==> src/rtl/rgb2yuv_pkg.sv <==
// ----------------------------------------------------------------------------
// rgb2yuv_pkg
// Shared types, constants and arithmetic helpers for the RGB to YUV 4:2:0
// converter.
// ----------------------------------------------------------------------------
package rgb2yuv_pkg;

  localparam int PIX_W     = 8;
  localparam int CFG_W     = 13;
  localparam int CFG_IDX_W = 1;
  localparam int DATA_W    = 3 * PIX_W;

  localparam int DEF_MAX_WIDTH  = 4096;
  localparam int DEF_MAX_HEIGHT = 4096;

  localparam logic [CFG_W-1:0] RESET_WIDTH  = 13'd640;
  localparam logic [CFG_W-1:0] RESET_HEIGHT = 13'd480;

  localparam int QUEUE_DEPTH = 4;

  // register indexes on the configuration port
  typedef enum logic [CFG_IDX_W-1:0] {
    REG_IMAGE_WIDTH  = 1'b0,
    REG_IMAGE_HEIGHT = 1'b1
  } cfg_reg_t;

  // BT.601 weights, scaled by 1000
  localparam int PROD_W = 18;
  localparam logic [9:0] COEF_R  = 10'd299;
  localparam logic [9:0] COEF_G  = 10'd587;
  localparam logic [9:0] COEF_B  = 10'd114;
  localparam logic [9:0] COEF_CU = 10'd564;
  localparam logic [9:0] COEF_CV = 10'd713;

  localparam logic [9:0] CHROMA_OFS = 10'd128;
  localparam logic [9:0] SAT_MAX    = 10'd255;

  // x / 1000 as x * ceil(2^28 / 1000) >> 28, exact for x below 2^18
  localparam int RECIP_SHIFT = 28;
  localparam int RECIP_W     = 19;
  localparam int MUL_W       = PROD_W + RECIP_W;
  localparam logic [RECIP_W-1:0] RECIP_1000 = 19'd268436;

  // one pixel as handed from the front end to the arithmetic pipe
  typedef struct packed {
    logic [PIX_W-1:0] red;
    logic [PIX_W-1:0] green;
    logic [PIX_W-1:0] blue;
    logic             chroma;
    logic             last;
  } pix_item_t;

  function automatic logic [PIX_W-1:0] div1000(input logic [PROD_W-1:0] x);
    logic [MUL_W-1:0] p;
    p = MUL_W'(x) * MUL_W'(RECIP_1000);
    return p[RECIP_SHIFT +: PIX_W];
  endfunction

endpackage

==> src/rtl/rgb2yuv_front.sv <==
// ----------------------------------------------------------------------------
// rgb2yuv_front
// Input side: size registers, raster position counters and classification
// of each pixel beat (chroma site, last of frame) before it is queued.
// ----------------------------------------------------------------------------
module rgb2yuv_front
  import rgb2yuv_pkg::*;
#(
  parameter int MAX_WIDTH  = DEF_MAX_WIDTH,
  parameter int MAX_HEIGHT = DEF_MAX_HEIGHT
) (
  input  logic                 clk,
  input  logic                 rst,
  input  logic                 cfg_wen,
  input  logic [CFG_IDX_W-1:0] cfg_index,
  input  logic [CFG_W-1:0]     cfg_wdata,
  input  logic                 s_axis_tvalid,
  output logic                 s_axis_tready,
  input  logic [DATA_W-1:0]    s_axis_tdata,
  output logic                 push,
  output pix_item_t            push_item,
  input  logic                 full
);

  localparam int COL_W  = $clog2(MAX_WIDTH);
  localparam int ROW_W  = $clog2(MAX_HEIGHT);
  localparam int CMPC_W = (COL_W + 1 > CFG_W) ? COL_W + 1 : CFG_W;
  localparam int CMPR_W = (ROW_W + 1 > CFG_W) ? ROW_W + 1 : CFG_W;

  logic [CFG_W-1:0]  image_width;
  logic [CFG_W-1:0]  image_height;
  logic [COL_W-1:0]  column_count;
  logic [ROW_W-1:0]  row_count;

  logic [CMPC_W-1:0] width_ext;
  logic [CMPR_W-1:0] height_ext;
  logic [CMPC_W-1:0] last_col;
  logic [CMPR_W-1:0] last_row;
  logic              row_last;
  logic              frame_last;

  always_ff @(posedge clk) begin
    if (rst) begin
      image_width  <= RESET_WIDTH;
      image_height <= RESET_HEIGHT;
    end else if (cfg_wen) begin
      unique case (cfg_reg_t'(cfg_index))
        REG_IMAGE_WIDTH:  image_width  <= cfg_wdata;
        REG_IMAGE_HEIGHT: image_height <= cfg_wdata;
      endcase
    end
  end

  // last position, with sizes clamped to 2..MAX
  always_comb begin
    width_ext  = CMPC_W'(image_width);
    height_ext = CMPR_W'(image_height);
    if (width_ext < CMPC_W'(2)) begin
      last_col = CMPC_W'(1);
    end else if (width_ext > CMPC_W'(MAX_WIDTH)) begin
      last_col = CMPC_W'(MAX_WIDTH - 1);
    end else begin
      last_col = width_ext - CMPC_W'(1);
    end
    if (height_ext < CMPR_W'(2)) begin
      last_row = CMPR_W'(1);
    end else if (height_ext > CMPR_W'(MAX_HEIGHT)) begin
      last_row = CMPR_W'(MAX_HEIGHT - 1);
    end else begin
      last_row = height_ext - CMPR_W'(1);
    end
  end

  assign row_last   = CMPC_W'(column_count) >= last_col;
  assign frame_last = row_last && (CMPR_W'(row_count) >= last_row);

  assign s_axis_tready = !full;
  assign push          = s_axis_tvalid && s_axis_tready;

  always_comb begin
    push_item.red    = s_axis_tdata[0 +: PIX_W];
    push_item.green  = s_axis_tdata[PIX_W +: PIX_W];
    push_item.blue   = s_axis_tdata[2*PIX_W +: PIX_W];
    push_item.chroma = !column_count[0] && !row_count[0];
    push_item.last   = frame_last;
  end

  always_ff @(posedge clk) begin
    if (rst) begin
      column_count <= '0;
      row_count    <= '0;
    end else if (push) begin
      if (frame_last) begin
        column_count <= '0;
        row_count    <= '0;
      end else if (row_last) begin
        column_count <= '0;
        row_count    <= row_count + ROW_W'(1);
      end else begin
        column_count <= column_count + COL_W'(1);
      end
    end
  end

endmodule

==> src/rtl/rgb2yuv_fifo.sv <==
// ----------------------------------------------------------------------------
// rgb2yuv_fifo
// Short queue of classified pixels between the front end and the pipe.
// ----------------------------------------------------------------------------
module rgb2yuv_fifo
  import rgb2yuv_pkg::*;
#(
  parameter int DEPTH = QUEUE_DEPTH
) (
  input  logic      clk,
  input  logic      rst,
  input  logic      push,
  input  pix_item_t push_item,
  output logic      full,
  input  logic      pop,
  output pix_item_t pop_item,
  output logic      empty
);

  localparam int AW = $clog2(DEPTH);

  pix_item_t     mem [DEPTH];
  logic [AW-1:0] wr_ptr;
  logic [AW-1:0] rd_ptr;
  logic [AW:0]   count;

  assign full     = count == (AW + 1)'(DEPTH);
  assign empty    = count == '0;
  assign pop_item = mem[rd_ptr];

  always_ff @(posedge clk) begin
    if (push) begin
      mem[wr_ptr] <= push_item;
    end
  end

  always_ff @(posedge clk) begin
    if (rst) begin
      wr_ptr <= '0;
      rd_ptr <= '0;
      count  <= '0;
    end else begin
      if (push) begin
        wr_ptr <= (wr_ptr == AW'(DEPTH - 1)) ? '0 : wr_ptr + AW'(1);
      end
      if (pop) begin
        rd_ptr <= (rd_ptr == AW'(DEPTH - 1)) ? '0 : rd_ptr + AW'(1);
      end
      if (push && !pop) begin
        count <= count + (AW + 1)'(1);
      end else if (pop && !push) begin
        count <= count - (AW + 1)'(1);
      end
    end
  end

endmodule

==> src/rtl/rgb2yuv_back.sv <==
// ----------------------------------------------------------------------------
// rgb2yuv_back
// Arithmetic pipe: weighted luma sum, divide by 1000, chroma differences,
// second divide, offset and saturation into the output register.
// ----------------------------------------------------------------------------
module rgb2yuv_back
  import rgb2yuv_pkg::*;
(
  input  logic              clk,
  input  logic              rst,
  input  logic              in_valid,
  input  pix_item_t         in_item,
  output logic              in_ready,
  output logic              m_axis_tvalid,
  input  logic              m_axis_tready,
  output logic [DATA_W-1:0] m_axis_tdata,
  output logic              m_axis_tuser,
  output logic              m_axis_tlast
);

  logic advance;

  // stage 1: weighted sum
  logic              v1;
  logic [PROD_W-1:0] sum1;
  logic [PIX_W-1:0]  red1, blue1;
  logic              chroma1, last1;

  // stage 2: luma
  logic              v2;
  logic [PIX_W-1:0]  y2, red2, blue2;
  logic              chroma2, last2;

  // stage 3: scaled chroma magnitudes
  logic              v3;
  logic [PIX_W-1:0]  y3;
  logic [PROD_W-1:0] mu3, mv3;
  logic              neg_u3, neg_v3, chroma3, last3;

  // stage 4: chroma quotients
  logic              v4;
  logic [PIX_W-1:0]  y4, qu4, qv4;
  logic              neg_u4, neg_v4, chroma4, last4;

  logic [PIX_W:0]    du, dv;
  logic [PIX_W-1:0]  mag_u, mag_v;
  logic [9:0]        tu, tv;
  logic [PIX_W-1:0]  u_sat, v_sat;

  // the whole pipe moves in lockstep, held while the output beat waits
  assign advance  = !m_axis_tvalid || m_axis_tready;
  assign in_ready = advance;

  always_comb begin
    du    = {1'b0, blue2} - {1'b0, y2};
    dv    = {1'b0, red2} - {1'b0, y2};
    mag_u = du[PIX_W] ? PIX_W'(-du) : du[PIX_W-1:0];
    mag_v = dv[PIX_W] ? PIX_W'(-dv) : dv[PIX_W-1:0];
  end

  // 10-bit two's complement, U spans -15..271 and V -53..309 after offset
  always_comb begin
    tu = neg_u4 ? CHROMA_OFS - 10'(qu4) : CHROMA_OFS + 10'(qu4);
    tv = neg_v4 ? CHROMA_OFS - 10'(qv4) : CHROMA_OFS + 10'(qv4);
    if (tu[9]) begin
      u_sat = '0;
    end else if (tu > SAT_MAX) begin
      u_sat = '1;
    end else begin
      u_sat = tu[PIX_W-1:0];
    end
    if (tv[9]) begin
      v_sat = '0;
    end else if (tv > SAT_MAX) begin
      v_sat = '1;
    end else begin
      v_sat = tv[PIX_W-1:0];
    end
  end

  always_ff @(posedge clk) begin
    if (rst) begin
      v1            <= 1'b0;
      v2            <= 1'b0;
      v3            <= 1'b0;
      v4            <= 1'b0;
      m_axis_tvalid <= 1'b0;
    end else if (advance) begin
      v1            <= in_valid;
      v2            <= v1;
      v3            <= v2;
      v4            <= v3;
      m_axis_tvalid <= v4;
    end
  end

  always_ff @(posedge clk) begin
    if (advance) begin
      sum1    <= PROD_W'(COEF_R) * PROD_W'(in_item.red)
               + PROD_W'(COEF_G) * PROD_W'(in_item.green)
               + PROD_W'(COEF_B) * PROD_W'(in_item.blue);
      red1    <= in_item.red;
      blue1   <= in_item.blue;
      chroma1 <= in_item.chroma;
      last1   <= in_item.last;

      y2      <= div1000(sum1);
      red2    <= red1;
      blue2   <= blue1;
      chroma2 <= chroma1;
      last2   <= last1;

      y3      <= y2;
      mu3     <= PROD_W'(mag_u) * PROD_W'(COEF_CU);
      mv3     <= PROD_W'(mag_v) * PROD_W'(COEF_CV);
      neg_u3  <= du[PIX_W];
      neg_v3  <= dv[PIX_W];
      chroma3 <= chroma2;
      last3   <= last2;

      y4      <= y3;
      qu4     <= div1000(mu3);
      qv4     <= div1000(mv3);
      neg_u4  <= neg_u3;
      neg_v4  <= neg_v3;
      chroma4 <= chroma3;
      last4   <= last3;

      m_axis_tdata <= {chroma4 ? v_sat : PIX_W'(0), chroma4 ? u_sat : PIX_W'(0), y4};
      m_axis_tuser <= chroma4;
      m_axis_tlast <= last4;
    end
  end

endmodule

==> src/rtl/rgb_to_yuv420_converter_core.sv <==
// ----------------------------------------------------------------------------
// rgb_to_yuv420_converter_core
// BT.601 RGB to YUV 4:2:0 stream converter.
// ----------------------------------------------------------------------------
// Input beats carry one RGB pixel in raster order on s_axis (tdata: red,
// green, blue from the low byte up). Every beat produces one output beat on
// m_axis: tdata holds luma, chroma_u, chroma_v from the low byte up, tuser
// is chroma_valid (set at even row and even column, U and V are zero
// otherwise) and tlast marks the last pixel of the frame.
// Frame size comes from two registers on the write port (cfg_wen,
// cfg_index, cfg_wdata); sizes are clamped to 2..MAX at use. Write them only
// while the converter holds no pixels.
// An accepted beat passes through the queue, then the four-stage arithmetic
// pipe and the output register to m_axis; while m_axis is not stalled the
// pipe takes one pixel per cycle, so throughput is one beat per cycle.
// A stall on m_axis freezes the pipe; the four-entry queue in front of it
// keeps taking pixels until full, then s_axis_tready drops.
// Synchronous reset empties the queue and pipe, returns the position
// counters to the top-left pixel and loads 640x480.
// ----------------------------------------------------------------------------
module rgb_to_yuv420_converter_core
  import rgb2yuv_pkg::*;
#(
  parameter int MAX_WIDTH  = DEF_MAX_WIDTH,
  parameter int MAX_HEIGHT = DEF_MAX_HEIGHT
) (
  input  logic                 clk,
  input  logic                 rst,
  input  logic                 cfg_wen,
  input  logic [CFG_IDX_W-1:0] cfg_index,
  input  logic [CFG_W-1:0]     cfg_wdata,
  input  logic                 s_axis_tvalid,
  output logic                 s_axis_tready,
  input  logic [DATA_W-1:0]    s_axis_tdata,  // red, green, blue
  output logic                 m_axis_tvalid,
  input  logic                 m_axis_tready,
  output logic [DATA_W-1:0]    m_axis_tdata,  // luma, chroma_u, chroma_v
  output logic                 m_axis_tuser,  // chroma_valid
  output logic                 m_axis_tlast   // frame_end
);

  logic      push, full, pop, empty, back_ready;
  pix_item_t push_item, pop_item;

  rgb2yuv_front #(
    .MAX_WIDTH (MAX_WIDTH),
    .MAX_HEIGHT(MAX_HEIGHT)
  ) u_front (
    .clk          (clk),
    .rst          (rst),
    .cfg_wen      (cfg_wen),
    .cfg_index    (cfg_index),
    .cfg_wdata    (cfg_wdata),
    .s_axis_tvalid(s_axis_tvalid),
    .s_axis_tready(s_axis_tready),
    .s_axis_tdata (s_axis_tdata),
    .push         (push),
    .push_item    (push_item),
    .full         (full)
  );

  rgb2yuv_fifo #(
    .DEPTH(QUEUE_DEPTH)
  ) u_fifo (
    .clk      (clk),
    .rst      (rst),
    .push     (push),
    .push_item(push_item),
    .full     (full),
    .pop      (pop),
    .pop_item (pop_item),
    .empty    (empty)
  );

  assign pop = back_ready && !empty;

  rgb2yuv_back u_back (
    .clk          (clk),
    .rst          (rst),
    .in_valid     (!empty),
    .in_item      (pop_item),
    .in_ready     (back_ready),
    .m_axis_tvalid(m_axis_tvalid),
    .m_axis_tready(m_axis_tready),
    .m_axis_tdata (m_axis_tdata),
    .m_axis_tuser (m_axis_tuser),
    .m_axis_tlast (m_axis_tlast)
  );

endmodule

==> config.mk <==
export PLATFORM = sky130hd
export DESIGN_NAME = rgb_to_yuv420_converter_core
export DESIGN_NICKNAME = d
export VERILOG_FILES = /design/src/rtl/rgb2yuv_pkg.sv /design/src/rtl/rgb2yuv_front.sv /design/src/rtl/rgb2yuv_fifo.sv /design/src/rtl/rgb2yuv_back.sv /design/src/rtl/rgb_to_yuv420_converter_core.sv
export SDC_FILE = /design/constraint.sdc
export NUM_CORES = 1
export LEC_CHECK = 0
export BUFFER_PORTS_ARGS = -buffer_cell sky130_fd_sc_hd__buf_2
export CAP_MARGIN = 20
export CORE_ASPECT_RATIO = 0.6
export CORE_MARGIN = 2
export CORE_UTILIZATION = 50
export CTS_CLUSTER_SIZE = 24
export DETAILED_ROUTE_END_ITERATION = 12
export PLACE_DENSITY = 0.78
export REMOVE_ABC_BUFFERS = 1
export SETUP_SLACK_MARGIN = 0.05
export SLEW_MARGIN = 20
export SYNTH_ARGS = -nofsm -noshare
export SYNTH_HDL_FRONTEND = slang
export SYNTH_HIERARCHICAL = 1
export SYNTH_SLANG_ARGS = --single-unit
==> constraint.sdc <==
create_clock -name clk -period 7.5 [get_ports clk]
set_input_delay 0.75 -clock clk [delete_from_list [all_inputs] [get_ports clk]]
set_output_delay 0.75 -clock clk [all_outputs]
set_load 0.01 [all_outputs]
* Yosys cells after proc, flatten, opt, wreduce, memory -nomap -nowiden
Memory sizes are Yosys's and may differ from the RTL's. A register that Yosys moved wholly into a read port is not among the register bits. Cells that the tools add are included. Widths: inputs -> output; s select.
Cells by class: order comparisons 8, reduce and logical (&&, ||, !) cells 22, eq/ne operators 3, multipliers 8, bitwise logic cells 2, add/sub/neg operators 18, multiplexer cells 22
Operators with widths (count):
- $mul 18x17->34 const B | 2
- $mux 13 | 4
- $mux 12 | 4
- $mul 16x17->32 const B | 1
- $mux 8 | 4
- $ge 12x13->1 | 2
- $gt 13x13->1 const B | 2
- $lt 13x2->1 const B | 2
- $sub 13x1->13 const B | 2
- $add 12x1->12 const B | 2
- $gt 10x8->1 const B | 2
- $mux 10 | 2
- $add 17x18->18 | 1
- $add 18x15->18 | 1
- $add 8x8->9 const A | 2
- $mul 10x8->18 const A | 1
- $mul 8x10->18 const B | 1
- $sub 8x8->9 | 2
- $sub 8x8->9 const A | 2
- $mul 9x8->17 const A | 1
- $mul 8x8->16 const B | 1
- $neg 8->8 | 2
- $mul 6x8->14 const A | 1
- $mux 2 | 4
- 15 further kinds | 35
Storage, ports and cells: RAM bits 104, input bits 43, memories 1, logic and storage cells 125, bits in registers 224, output and inout bits 28
Memory list:
- u_fifo.mem | depth 4, bits a word 26, read ports 1, clocked after memory_dff 1, write ports 1, line rgb2yuv_fifo.sv:22 | pix_item_t mem [DEPTH];

* Logic depth before layout (Yosys ltp)
Gate-level depths: netlist of run 1.
word-level depth 7, mapped depth 28, gate-level depth less buffers 27

* Modules after synthesis
The synthesis of run 1 kept the hierarchy.
Modules (own cells, without submodules):
- rgb2yuv_back | area an instance 22763.1 sq um, cells an instance 2089, seq. area each 4964.8 sq um, times used 1
- rgb2yuv_fifo | area an instance 4237.8 sq um, cells an instance 180, seq. area each 3303.2 sq um, times used 1
- rgb2yuv_front | area an instance 3384.5 sq um, cells an instance 433, seq. area each 1001.0 sq um, times used 1
- rgb_to_yuv420_converter_core | area an instance 10.0 sq um, cells an instance 2, seq. area each 0.0 sq um, times used 1

* Worst setup path before layout of run 1
Ideal clock, no wire load.
path type input-to-reg, start point input port m_axis_tready, end point register u_fifo.count[2], data arrival time 6.905 ns, setup time 0.070 ns, buffers on the path 1, stages 10, required time 7.430 ns, path slack 0.525 ns, path through nand2b_1 clkbuf_1 nor2b_1 inv_1 ha_1 inv_1 fa_1 xor2_1 or3_1 a21oi_1
Between the ends: word-level cells in the longest chain between the ends 5, elaborated cells on any way between the ends 7, those cells by class 1 x mux; 6 x reduce/logical
RTL lines:
- from (decl) | line rgb_to_yuv420_converter_core.sv:36 | input logic m_axis_tready,
- $logic_or 1x1->1 (*) | line rgb2yuv_back.sv:51 | assign advance = !m_axis_tvalid || m_axis_tready;
- via back_ready | line rgb_to_yuv420_converter_core.sv:42 | logic push, full, pop, empty, back_ready;
- $logic_and 1x1->1 (*) | line rgb_to_yuv420_converter_core.sv:75 | assign pop = back_ready && !empty;
- via pop | line rgb_to_yuv420_converter_core.sv:42
- $logic_not 1->1 | line rgb2yuv_fifo.sv:49 | if (push && !pop) begin
- $logic_and 1x1->1 | line rgb2yuv_fifo.sv:49
- $mux 3 / $reduce_bool 2->1 (equally long branches)
- to (signal assigned) | line rgb2yuv_fifo.sv:50 | count <= count + (AW + 1)'(1);
- to (signal assigned) | line rgb2yuv_fifo.sv:52 | count <= count - (AW + 1)'(1);
- to (decl) | line rgb2yuv_fifo.sv:25 | logic [AW:0] count;
The timed path passes the listed nets; every way through them passes the cells marked *. A chain may end at the register's enable or synchronous reset.

==> results of run 1 <==
cells in the final DEF (no fill, tap or decap), types with 11 or more instances in the layout:
| cell type | n |
|---|---|
| ha_1 | 655 |
| inv_1 | 557 |
| edfxtp_1 | 266 |
| fa_1 | 225 |
| nand2_1 | 122 |
| a21oi_1 | 101 |
| nor2_1 | 93 |
| buf_2 | 70 |
| dfxtp_1 | 63 |
| xnor2_1 | 61 |
| o21ai_0 | 54 |
| xor2_1 | 48 |
| nand3_1 | 41 |
| a21o_1 | 37 |
| clkbuf_16 | 31 |
| nor3_1 | 25 |
| mux4_2 | 20 |
| o21a_1 | 15 |
| o21bai_1 | 14 |
| and2_1 | 14 |
| nor3b_1 | 13 |
| o211ai_1 | 12 |
| nand4_1 | 12 |
| and3_1 | 12 |
| nor2b_1 | 11 |
| a21boi_0 | 11 |
| o21ai_1 | 11 |
| a211oi_1 | 11 |
stage by stage:
step	utilization, %	hold slack, ns	area [sq um]	setup TNS (ns)	worst slack (ns)
floorplan	-	0.400	30100	-0.0171	-0.0171
global placement	52.8	0.401	31500	0	0.462
detailed placement	52.8	0.405	31500	0	0.255
CTS	54.6	0.327	32500	0	0.203
global route	54.6	0.333	32500	0	0.0645
finish	54.6	0.355	32500	0	0.297
flip-flops by register name, indices dropped and copies added, names as in the netlist, 12 cells and up, named ones only:
register	cells
u_front/column_count	12
u_back/sum1	18
u_front/height_ext	13
u_back/m_axis_tdata	24
u_back/mu3	16
u_front/image_width	13
u_fifo/mem	104
u_back/mv3	18
u_front/row_count	12
layout make-up:
| cell class | count | area share [%] |
|---|---|---|
| clock buffer | 38 | 2.46 |
| clock inverter | 20 | 0.730 |
| inverter | 558 | 6.44 |
| multi-input combinational | 1765 | 57.5 |
| sequential | 330 | 28.5 |
| tap | 816 | 3.14 |
| timing repair buffer | 79 | 1.28 |
cells by family after synthesis:
| group | count (synthesis) | share of synthesized area (%) |
|---|---|---|
| simple gates | 398 | 6.43 |
| fa+ha+maj | 880 | 41.8 |
| compound gates | 341 | 7.74 |
| buf+inv | 609 | 8.00 |
| mux | 36 | 2.33 |
| flops | 330 | 30.5 |
| xor+xnor | 110 | 3.21 |
worst min-delay path by stage:
stage / to / slack (ns)
global placement: u_back/m_axis_tdata[2] / 0.40
finish: u_fifo/mem[0][15] / 0.36
CTS: u_fifo/mem[0][9] / 0.33
detailed placement: u_back/m_axis_tdata[0] / 0.40
floorplan: u_back/blue2[0] / 0.40
global route: u_fifo/mem[0][9] / 0.33
routing by layer:
metal,share of wire [%],up-vias,routed length (um)
met5,0.018,-,11
met4,1.3,2,763
met3,7.2,75,4310
met2,44,476,26300
met1,48,9373,28700
li1,-,9366,-
==> reports/results.tsv, run 1 <==
metric	value	unit
synth_cell_type_count	86	
crit_chain	mux4_2 > fa_1 > inv_1 > fa_1 > inv_1 > ha_1 > ha_1 > inv_1 > fa_1 > xnor2_1 > ha_1 > fa_1 > inv_1 > fa_1 > fa_1 > inv_1 > ha_1 > nand3_1 > o311ai_4 > nor4_4 > nor4_2 > a2111oi_4 > a21oi_2 > xnor2_1	
r2r_setup_slack	0.30	ns
post-route-min-period	7.20	ns
track_usage	19.6	%
post-route-drc-count	0	
cts-resized-gates	0	
synth-async-reset-ratio	0	%
synth_top_area_share	27.0	%
vias_per_cell	5.35	
grt_antenna_before_repair	2	
via_count	19300	
cts_buffers	31	
timing.final.max_slew_violations	0	
multi_input_area	0.0187	sq mm
drive_above_1_share	6.42	%
tritoncts	done	
antenna-diode-count	0	
cts.clk_slew.worst_paths	0.08	ns
clkLatencyLatePin	0.61	ns
critPathBufInv	5	
ios	71	
grt_pass1_vias	20000	
grt_pass1_wl	100000	um
die_h	195	um
wl	60100	um
antenna_left	0	
wl_per_cell	16.7	um
crit_path_end	u_back/sum1[17]	
worst-setup-path-type	reg2reg	
cp_slowest_cell	dfxtp_1	
cts.sinks	330	
stdcell_count	3606	
rr_worst_depth	24	
die_area	0.0628	sq mm
top_usage_layer	met2	
setup_viol	0	
slew_headroom	36.8	%
drv_cap	0	
grt.met2_usage	30.6	%
synth_top_cell_by_area	ha_1	
seqCellArea	0.00927	sq mm
tightest_slew	0.948	ns
hp-start	s_axis_tdata[13]	
hold_class	in2reg	
cts_max_level	1	
area_growth	7.08	%
netlist_instances	2704	
syn_area_per_cell	11.2	sq um
drt_iter0_markers	1401	
synth_edf_count	266	
min_path_cells	1	
placementRows	69	
layout.nets	3688	
dieWidth	322	um
post_cts_buffers	0	
synth_area_leaders	ha_1 (27%), edfxtp_1 (26%), fa_1 (15%)	
met3_usage	4.32	%
worst-path-stages	24	
post-dp-hpwl	49000	um
rsz0062_at_grt	no	
grt_overflow_total	0	
start_util	51.0	%
syn_area	0.0304	sq mm
slowest_delay	0.63	ns
status	finished clean	
finalCritPeriodShare	96.0	%
worstSetupEndpointType	flip-flop	
grt_util_met1	28.6	%
cp_top_family	adder cells	
critPathRequiredTime	7.86	ns
synth-seq-cells	330	
core-area	0.0597	sq mm
start_kind	flip-flop	
yosysMostFrequentCell	ha_1	
arrival	7.56	ns
place_inst	3548	
io_buffers	70	
critPathMaxFanout	10	
nFillCells	4883	
max_freq	139	MHz
rr_endpoint	u_back/sum1[17]	
dr.pass1.iters	7	
synth.yosys.warnings	6	
synth_common_cells	ha_1 (655), inv_1 (557), edfxtp_1 (266)	
ys_seq_area_share	30.5	%
hold_viol	0	
synthFlopType	edfxtp_1	
clockBufferDepth	3	
ctsRootBufferMaster	clkbuf_16	
grt_max_degree	81	
gp_congestion	0.959	
cp_common_cell	fa_1	
fin_worst_skew	0.0205	ns
hold_buffers	0	
Power of run 1 is not shown: default switching activity piles up to over one toggle a cycle in this logic, so the estimate is an artifact.
==> run 2, diff against run 1 <==
--- a/config.mk
+++ b/config.mk
@@ -5,14 +5,16 @@
 export SDC_FILE = /design/constraint.sdc
 export NUM_CORES = 1
 export LEC_CHECK = 0
+export ABC_CLOCK_PERIOD_IN_PS = 6200
 export BUFFER_PORTS_ARGS = -buffer_cell sky130_fd_sc_hd__buf_2
 export CAP_MARGIN = 20
 export CORE_ASPECT_RATIO = 0.6
 export CORE_MARGIN = 2
 export CORE_UTILIZATION = 50
+export CTS_BUF_LIST = sky130_fd_sc_hd__clkbuf_16
 export CTS_CLUSTER_SIZE = 24
 export DETAILED_ROUTE_END_ITERATION = 12
-export PLACE_DENSITY = 0.78
+export PLACE_DENSITY = 0.81
 export REMOVE_ABC_BUFFERS = 1
 export SETUP_SLACK_MARGIN = 0.05
 export SLEW_MARGIN = 20
==> constraint.sdc (replaced) <==
create_clock -name clk -period 6.2 [get_ports clk]
set_input_delay 0.62 -clock clk [delete_from_list [all_inputs] [get_ports clk]]
set_output_delay 0.62 -clock clk [all_outputs]
set_load 0.01 [all_outputs]
==> reports/results.tsv, run 2 (same netlist as run 1, synthesis figures left out) <==
metric	value	unit	change
largest_register_ffs	104		unchanged
vias_per_cell	5.25		was 5.35
drive_above_1_share	10.8	%	was 6.42%
grt_pass1_vias	19300		was 20,000
cts_max_level	1		unchanged
slew_headroom	35.0	%	was 36.8%
drv_cap	0		unchanged
antenna_left	0		unchanged
stdcell_count	3675		was 3,606
cts_buffers	31		unchanged
fin_worst_skew	0.0196	ns	was 0.0205 ns
placementRows	69		unchanged
rsz0062_at_grt	yes		was no
gp_congestion	0.908		was 0.959
worst-setup-path-type	reg2reg		unchanged
finalCoreUtilization	55.9	%	was 54.6%
clkLatencyLatePin	0.61	ns	about the same
dr.pass1.iters	5		was 7
grt_antenna_before_repair	1		was 2
die_area	0.0628	sq mm	unchanged
place_inst	3609		was 3,548
hold_class	in2reg		unchanged
layout_common_cells	ha_1 (644), inv_1 (550), edfxtp_1 (266)		was ha_1 (655), inv_1 (557), edfxtp_1 (266)
arrival	7.02	ns	was 7.56 ns
fin_area	0.0334	sq mm	was 0.0325 sq mm
start_kind	flip-flop		unchanged
status	finished, violations left		was finished clean
hold_viol	0		unchanged
regMostFlops	u_fifo/mem		unchanged
wl_per_cell	16.2	um	was 16.7 um
tritoncts	done		unchanged
largestRegisters	u_fifo/mem x104, u_back/m_axis_tdata x24		unchanged
grt_max_degree	163		was 81
post-dp-hpwl	47800	um	was 49,000 um
post-route-min-period	6.67	ns	was 7.20 ns
setup_ws	-0.469	ns	was 0.297 ns
setup_viol	8		was 0
cts.clk_slew.worst_paths	0.07	ns	was 0.08 ns
track_usage	19.2	%	was 19.6%
critPathMaxFanout	5		was 10
via_count	19300		about the same
critPathRequiredTime	6.55	ns	was 7.86 ns
worstSetupEndpointType	flip-flop		unchanged
cts.sinks	330		unchanged
ios	71		unchanged
drt_iter0_markers	1257		was 1,401
place_ws	-0.757	ns	was 0.255 ns
area_growth	9.77	%	was 7.08%
ctsRootBufferMaster	clkbuf_16		unchanged
die_h	195	um	unchanged
grt_overflow_total	0		unchanged
final_common_cell	ha_1		unchanged
layout.nets	3757		was 3,688
start_util	51.0	%	unchanged
finalCritPeriodShare	108	%	was 96.0%
nFillCells	4829		was 4,883
placed_area	0.0320	sq mm	was 0.0315 sq mm
grt_pass1_wl	97800	um	was 100,000 um
post-route-drc-count	0		unchanged
clockBufferDepth	3		unchanged
wl	59500	um	was 60,100 um
violations	negative setup slack		
dieWidth	322	um	unchanged
tightest_slew	0.975	ns	was 0.948 ns
io_buffers	70		unchanged
core-area	0.0597	sq mm	unchanged
max_freq	150	MHz	was 139 MHz
hold_buffers	0		unchanged
timing.final.max_slew_violations	0		unchanged
## run 2: path summary, 6_finish.rpt
check                           slack [ns]  cells past startpoint             from                     end
worst max register to register       -0.47                     25        flip-flop         u_back/sum1[16]
worst min register to register        0.42                      0     u_back/y4[2]  u_back/m_axis_tdata[2]
worst min-delay path                  0.22                      1  s_axis_tdata[6]       u_fifo/mem[0][24]
worst max-delay path                 -0.47                     25        flip-flop         u_back/sum1[16]
## run 2: per-layer routing
layer  vias to the layer above  track usage, %  wire length (um)
li1                       9503               -                 -
met5                         -               0                 0
met1                      9282            29.8             30600
met3                        48            3.84              3740
met2                       449            28.1             24500
met4                         0            2.54               594
## run 2: critical path: stages (launching register included)
cell and delay, ns:
dfxtp_4 0.39, mux4_2 0.56, fa_1 0.56, inv_1 0.05, fa_1 0.48, inv_1 0.04
ha_1 0.27, ha_2 0.18, inv_2 0.04, fa_2 0.38, xnor2_2 0.15, ha_2 0.29
fa_1 0.49, inv_2 0.04, fa_2 0.53, fa_1 0.43, inv_2 0.10, ha_4 0.21
buf_4 0.13, buf_6 0.11, a21o_1 0.19, a31oi_4 0.18, o211ai_1 0.14, a31o_2 0.24
a21oi_2 0.13, xnor2_1 0.08
## run 2: area by class of cell
cell class,instances,area [sq um],area share (%)
diodes,1,2.50,0.00750
clock buffers,31,776,2.33
clock inverters,26,203,0.608
inverters,558,2090,6.28
multi-input cells,1765,19000,57.0
flip-flops and latches,330,9270,27.8
well taps,816,1020,3.06
repair buffers,148,971,2.91
## run 2: timing repair
action | 4_1_cts | 5_1_grt
resized for setup | 41 | 38
pin swaps | 36 | 21
buffers inserted | 6 | 2
endpoints found under the setup margin | 11 | 17
## run 2: through the flow
step / setup TNS (ns) / hold slack, ns
2_1_floorplan: -9.29 / 0.400
3_3_place_gp: -2.78 / 0.401
3_5_place_dp: -4.06 / 0.405
4_1_cts: -2.11 / 0.189
5_1_grt: -3.95 / 0.208
6_report: -2.55 / 0.221
Power of run 2 is left out for the same reason.
==> run 3, diff against run 2 <==
--- a/config.mk
+++ b/config.mk
@@ -8,13 +8,14 @@
 export ABC_CLOCK_PERIOD_IN_PS = 6200
 export BUFFER_PORTS_ARGS = -buffer_cell sky130_fd_sc_hd__buf_2
 export CAP_MARGIN = 20
+export CELL_PAD_IN_SITES_DETAIL_PLACEMENT = 0
+export CELL_PAD_IN_SITES_GLOBAL_PLACEMENT = 1
 export CORE_ASPECT_RATIO = 0.6
-export CORE_MARGIN = 2
-export CORE_UTILIZATION = 50
+export CORE_UTILIZATION = 48
 export CTS_BUF_LIST = sky130_fd_sc_hd__clkbuf_16
 export CTS_CLUSTER_SIZE = 24
 export DETAILED_ROUTE_END_ITERATION = 12
-export PLACE_DENSITY = 0.81
+export PLACE_DENSITY = 0.91
 export REMOVE_ABC_BUFFERS = 1
 export SETUP_SLACK_MARGIN = 0.05
 export SLEW_MARGIN = 20
==> reports/results.tsv, run 3 (same netlist as run 1, synthesis figures left out) <==
metric	value	unit	change
hold_class	in2reg		unchanged
grt_overflow_total	0		unchanged
violations	negative setup slack		unchanged
clockBufferDepth	3		unchanged
largest_register_ffs	104		unchanged
cts_max_level	1		unchanged
io_buffers	70		unchanged
hold_viol	0		unchanged
ctsRootBufferMaster	clkbuf_16		unchanged
layout.nets	3766		was 3,757
ios	71		unchanged
track_usage	19.6	%	was 19.2%
dieWidth	327	um	was 322 um
setup_ws	-0.551	ns	was -0.469 ns
post-route-min-period	6.75	ns	was 6.67 ns
drv_cap	0		unchanged
status	finished, violations left		unchanged
tightest_slew	0.999	ns	was 0.975 ns
critPathBufInv	8		was 7
cp_top_family	adder cells		unchanged
core-area	0.0626	sq mm	was 0.0597 sq mm
cts.clk_slew.worst_paths	0.07	ns	about the same
worstSetupEndpointType	flip-flop		unchanged
antenna_left	0		unchanged
cts.sinks	330		unchanged
grt_max_degree	83		was 163
slew_headroom	33.4	%	was 35.0%
rsz0062_at_grt	yes		unchanged
timing.final.max_slew_violations	0		unchanged
area_growth	10.3	%	was 9.77%
die_area	0.0644	sq mm	was 0.0628 sq mm
grt_pass1_vias	20300		was 19,300
fin_worst_skew	0.0287	ns	was 0.0196 ns
wl	62600	um	was 59,500 um
clkLatencyLatePin	0.62	ns	was 0.61 ns
final_common_cell	ha_1		unchanged
nFillCells	5280		was 4,829
via_count	19600		was 19,300
critPathRequiredTime	6.57	ns	was 6.55 ns
grt_pass1_wl	102000	um	was 97,800 um
post-dp-hpwl	50300	um	was 47,800 um
antenna-diode-count	0		was 1
start_util	48.5	%	was 51.0%
cp_slowest_cell	fa_2		was mux4_2
wl_per_cell	16.9	um	was 16.2 um
worst-setup-path-type	reg2reg		unchanged
finalCritPeriodShare	109	%	was 108%
vias_per_cell	5.28		was 5.25
max_freq	148	MHz	was 150 MHz
drive_above_1_share	11.0	%	was 10.8%
post-route-drc-count	0		unchanged
setup_viol	8		unchanged
critPathMaxFanout	5		unchanged
layout_common_cells	ha_1 (647), inv_1 (554), edfxtp_1 (266)		was ha_1 (644), inv_1 (550), edfxtp_1 (266)
dr.pass1.iters	5		unchanged
cts_buffers	31		unchanged
largestRegisters	u_fifo/mem x104, u_back/m_axis_tdata x24		unchanged
place_inst	3631		was 3,609
slowest_delay	0.57	ns	was 0.56 ns
cp_common_cell	fa_1		unchanged
arrival	7.12	ns	was 7.02 ns
tritoncts	done		unchanged
regMostFlops	u_fifo/mem		unchanged
gp_congestion	0.919		was 0.908
place_ws	-0.701	ns	was -0.757 ns
stdcell_count	3707		was 3,675
grt_antenna_before_repair	0		was 1
drt_iter0_markers	1120		was 1,257
start_kind	flip-flop		unchanged
die_h	197	um	was 195 um
hold_buffers	0		unchanged
placementRows	71		was 69
run 3: cell types whose count changed in the layout (fill, tap and decap cells not counted), sizes merged:
cell    before  now
buf        148  157
diode        1    0
bufinv       1    2
run 3: worst paths after layout:
path | start | end | slack [ns] | cells after the start
worst max register to register | flip-flop | u_back/sum1[13] | -0.55 | 26
worst max-delay path | flip-flop | u_back/sum1[13] | -0.55 | 26
worst min-delay path | s_axis_tdata[17] | u_fifo/mem[0][3] | 0.22 | 1
worst min register to register | u_back/y4[6] | u_back/m_axis_tdata[6] | 0.42 | 0
run 3: area by class of cell:
type | count | area, sq um | share of cell area, %
clock inverter | 27 | 226 | 0.675
tap | 839 | 1050 | 3.13
multi-input combinational | 1765 | 19100 | 56.9
sequential | 330 | 9270 | 27.7
timing repair buffer | 157 | 1030 | 3.07
inverter | 558 | 2090 | 6.25
clock buffer | 31 | 776 | 2.31
run 3: routing by layer:
| metal | vias to the layer above | routed length, um | global-route usage, % |
|---|---|---|---|
| met5 | - | 0 | 0 |
| met4 | 0 | 726 | 2.65 |
| met3 | 56 | 3400 | 3.36 |
| met2 | 400 | 27300 | 30.4 |
| met1 | 9594 | 31200 | 29.4 |
| li1 | 9528 | - | - |
run 3: what timing repair did:
action                     CTS  global route
hold endpoints to repair     0             0
pin swaps                   27            26
resized for setup           29            55
setup endpoints to repair   10            18
buffers inserted             6            13
run 3: through the flow:
step	instance area, sq um	hold WS, ns	setup TNS (ns)	utilization [%]
after floorplan	30100	0.400	-9.29	-
after global placement	32000	0.400	-2.83	51.1
after detailed placement	32000	0.405	-3.74	51.1
after CTS	33200	0.186	-1.86	53.0
after global routing	33500	0.198	-4.20	53.5
final	33500	0.216	-2.48	53.5
Power of run 3 is left out for the same reason.
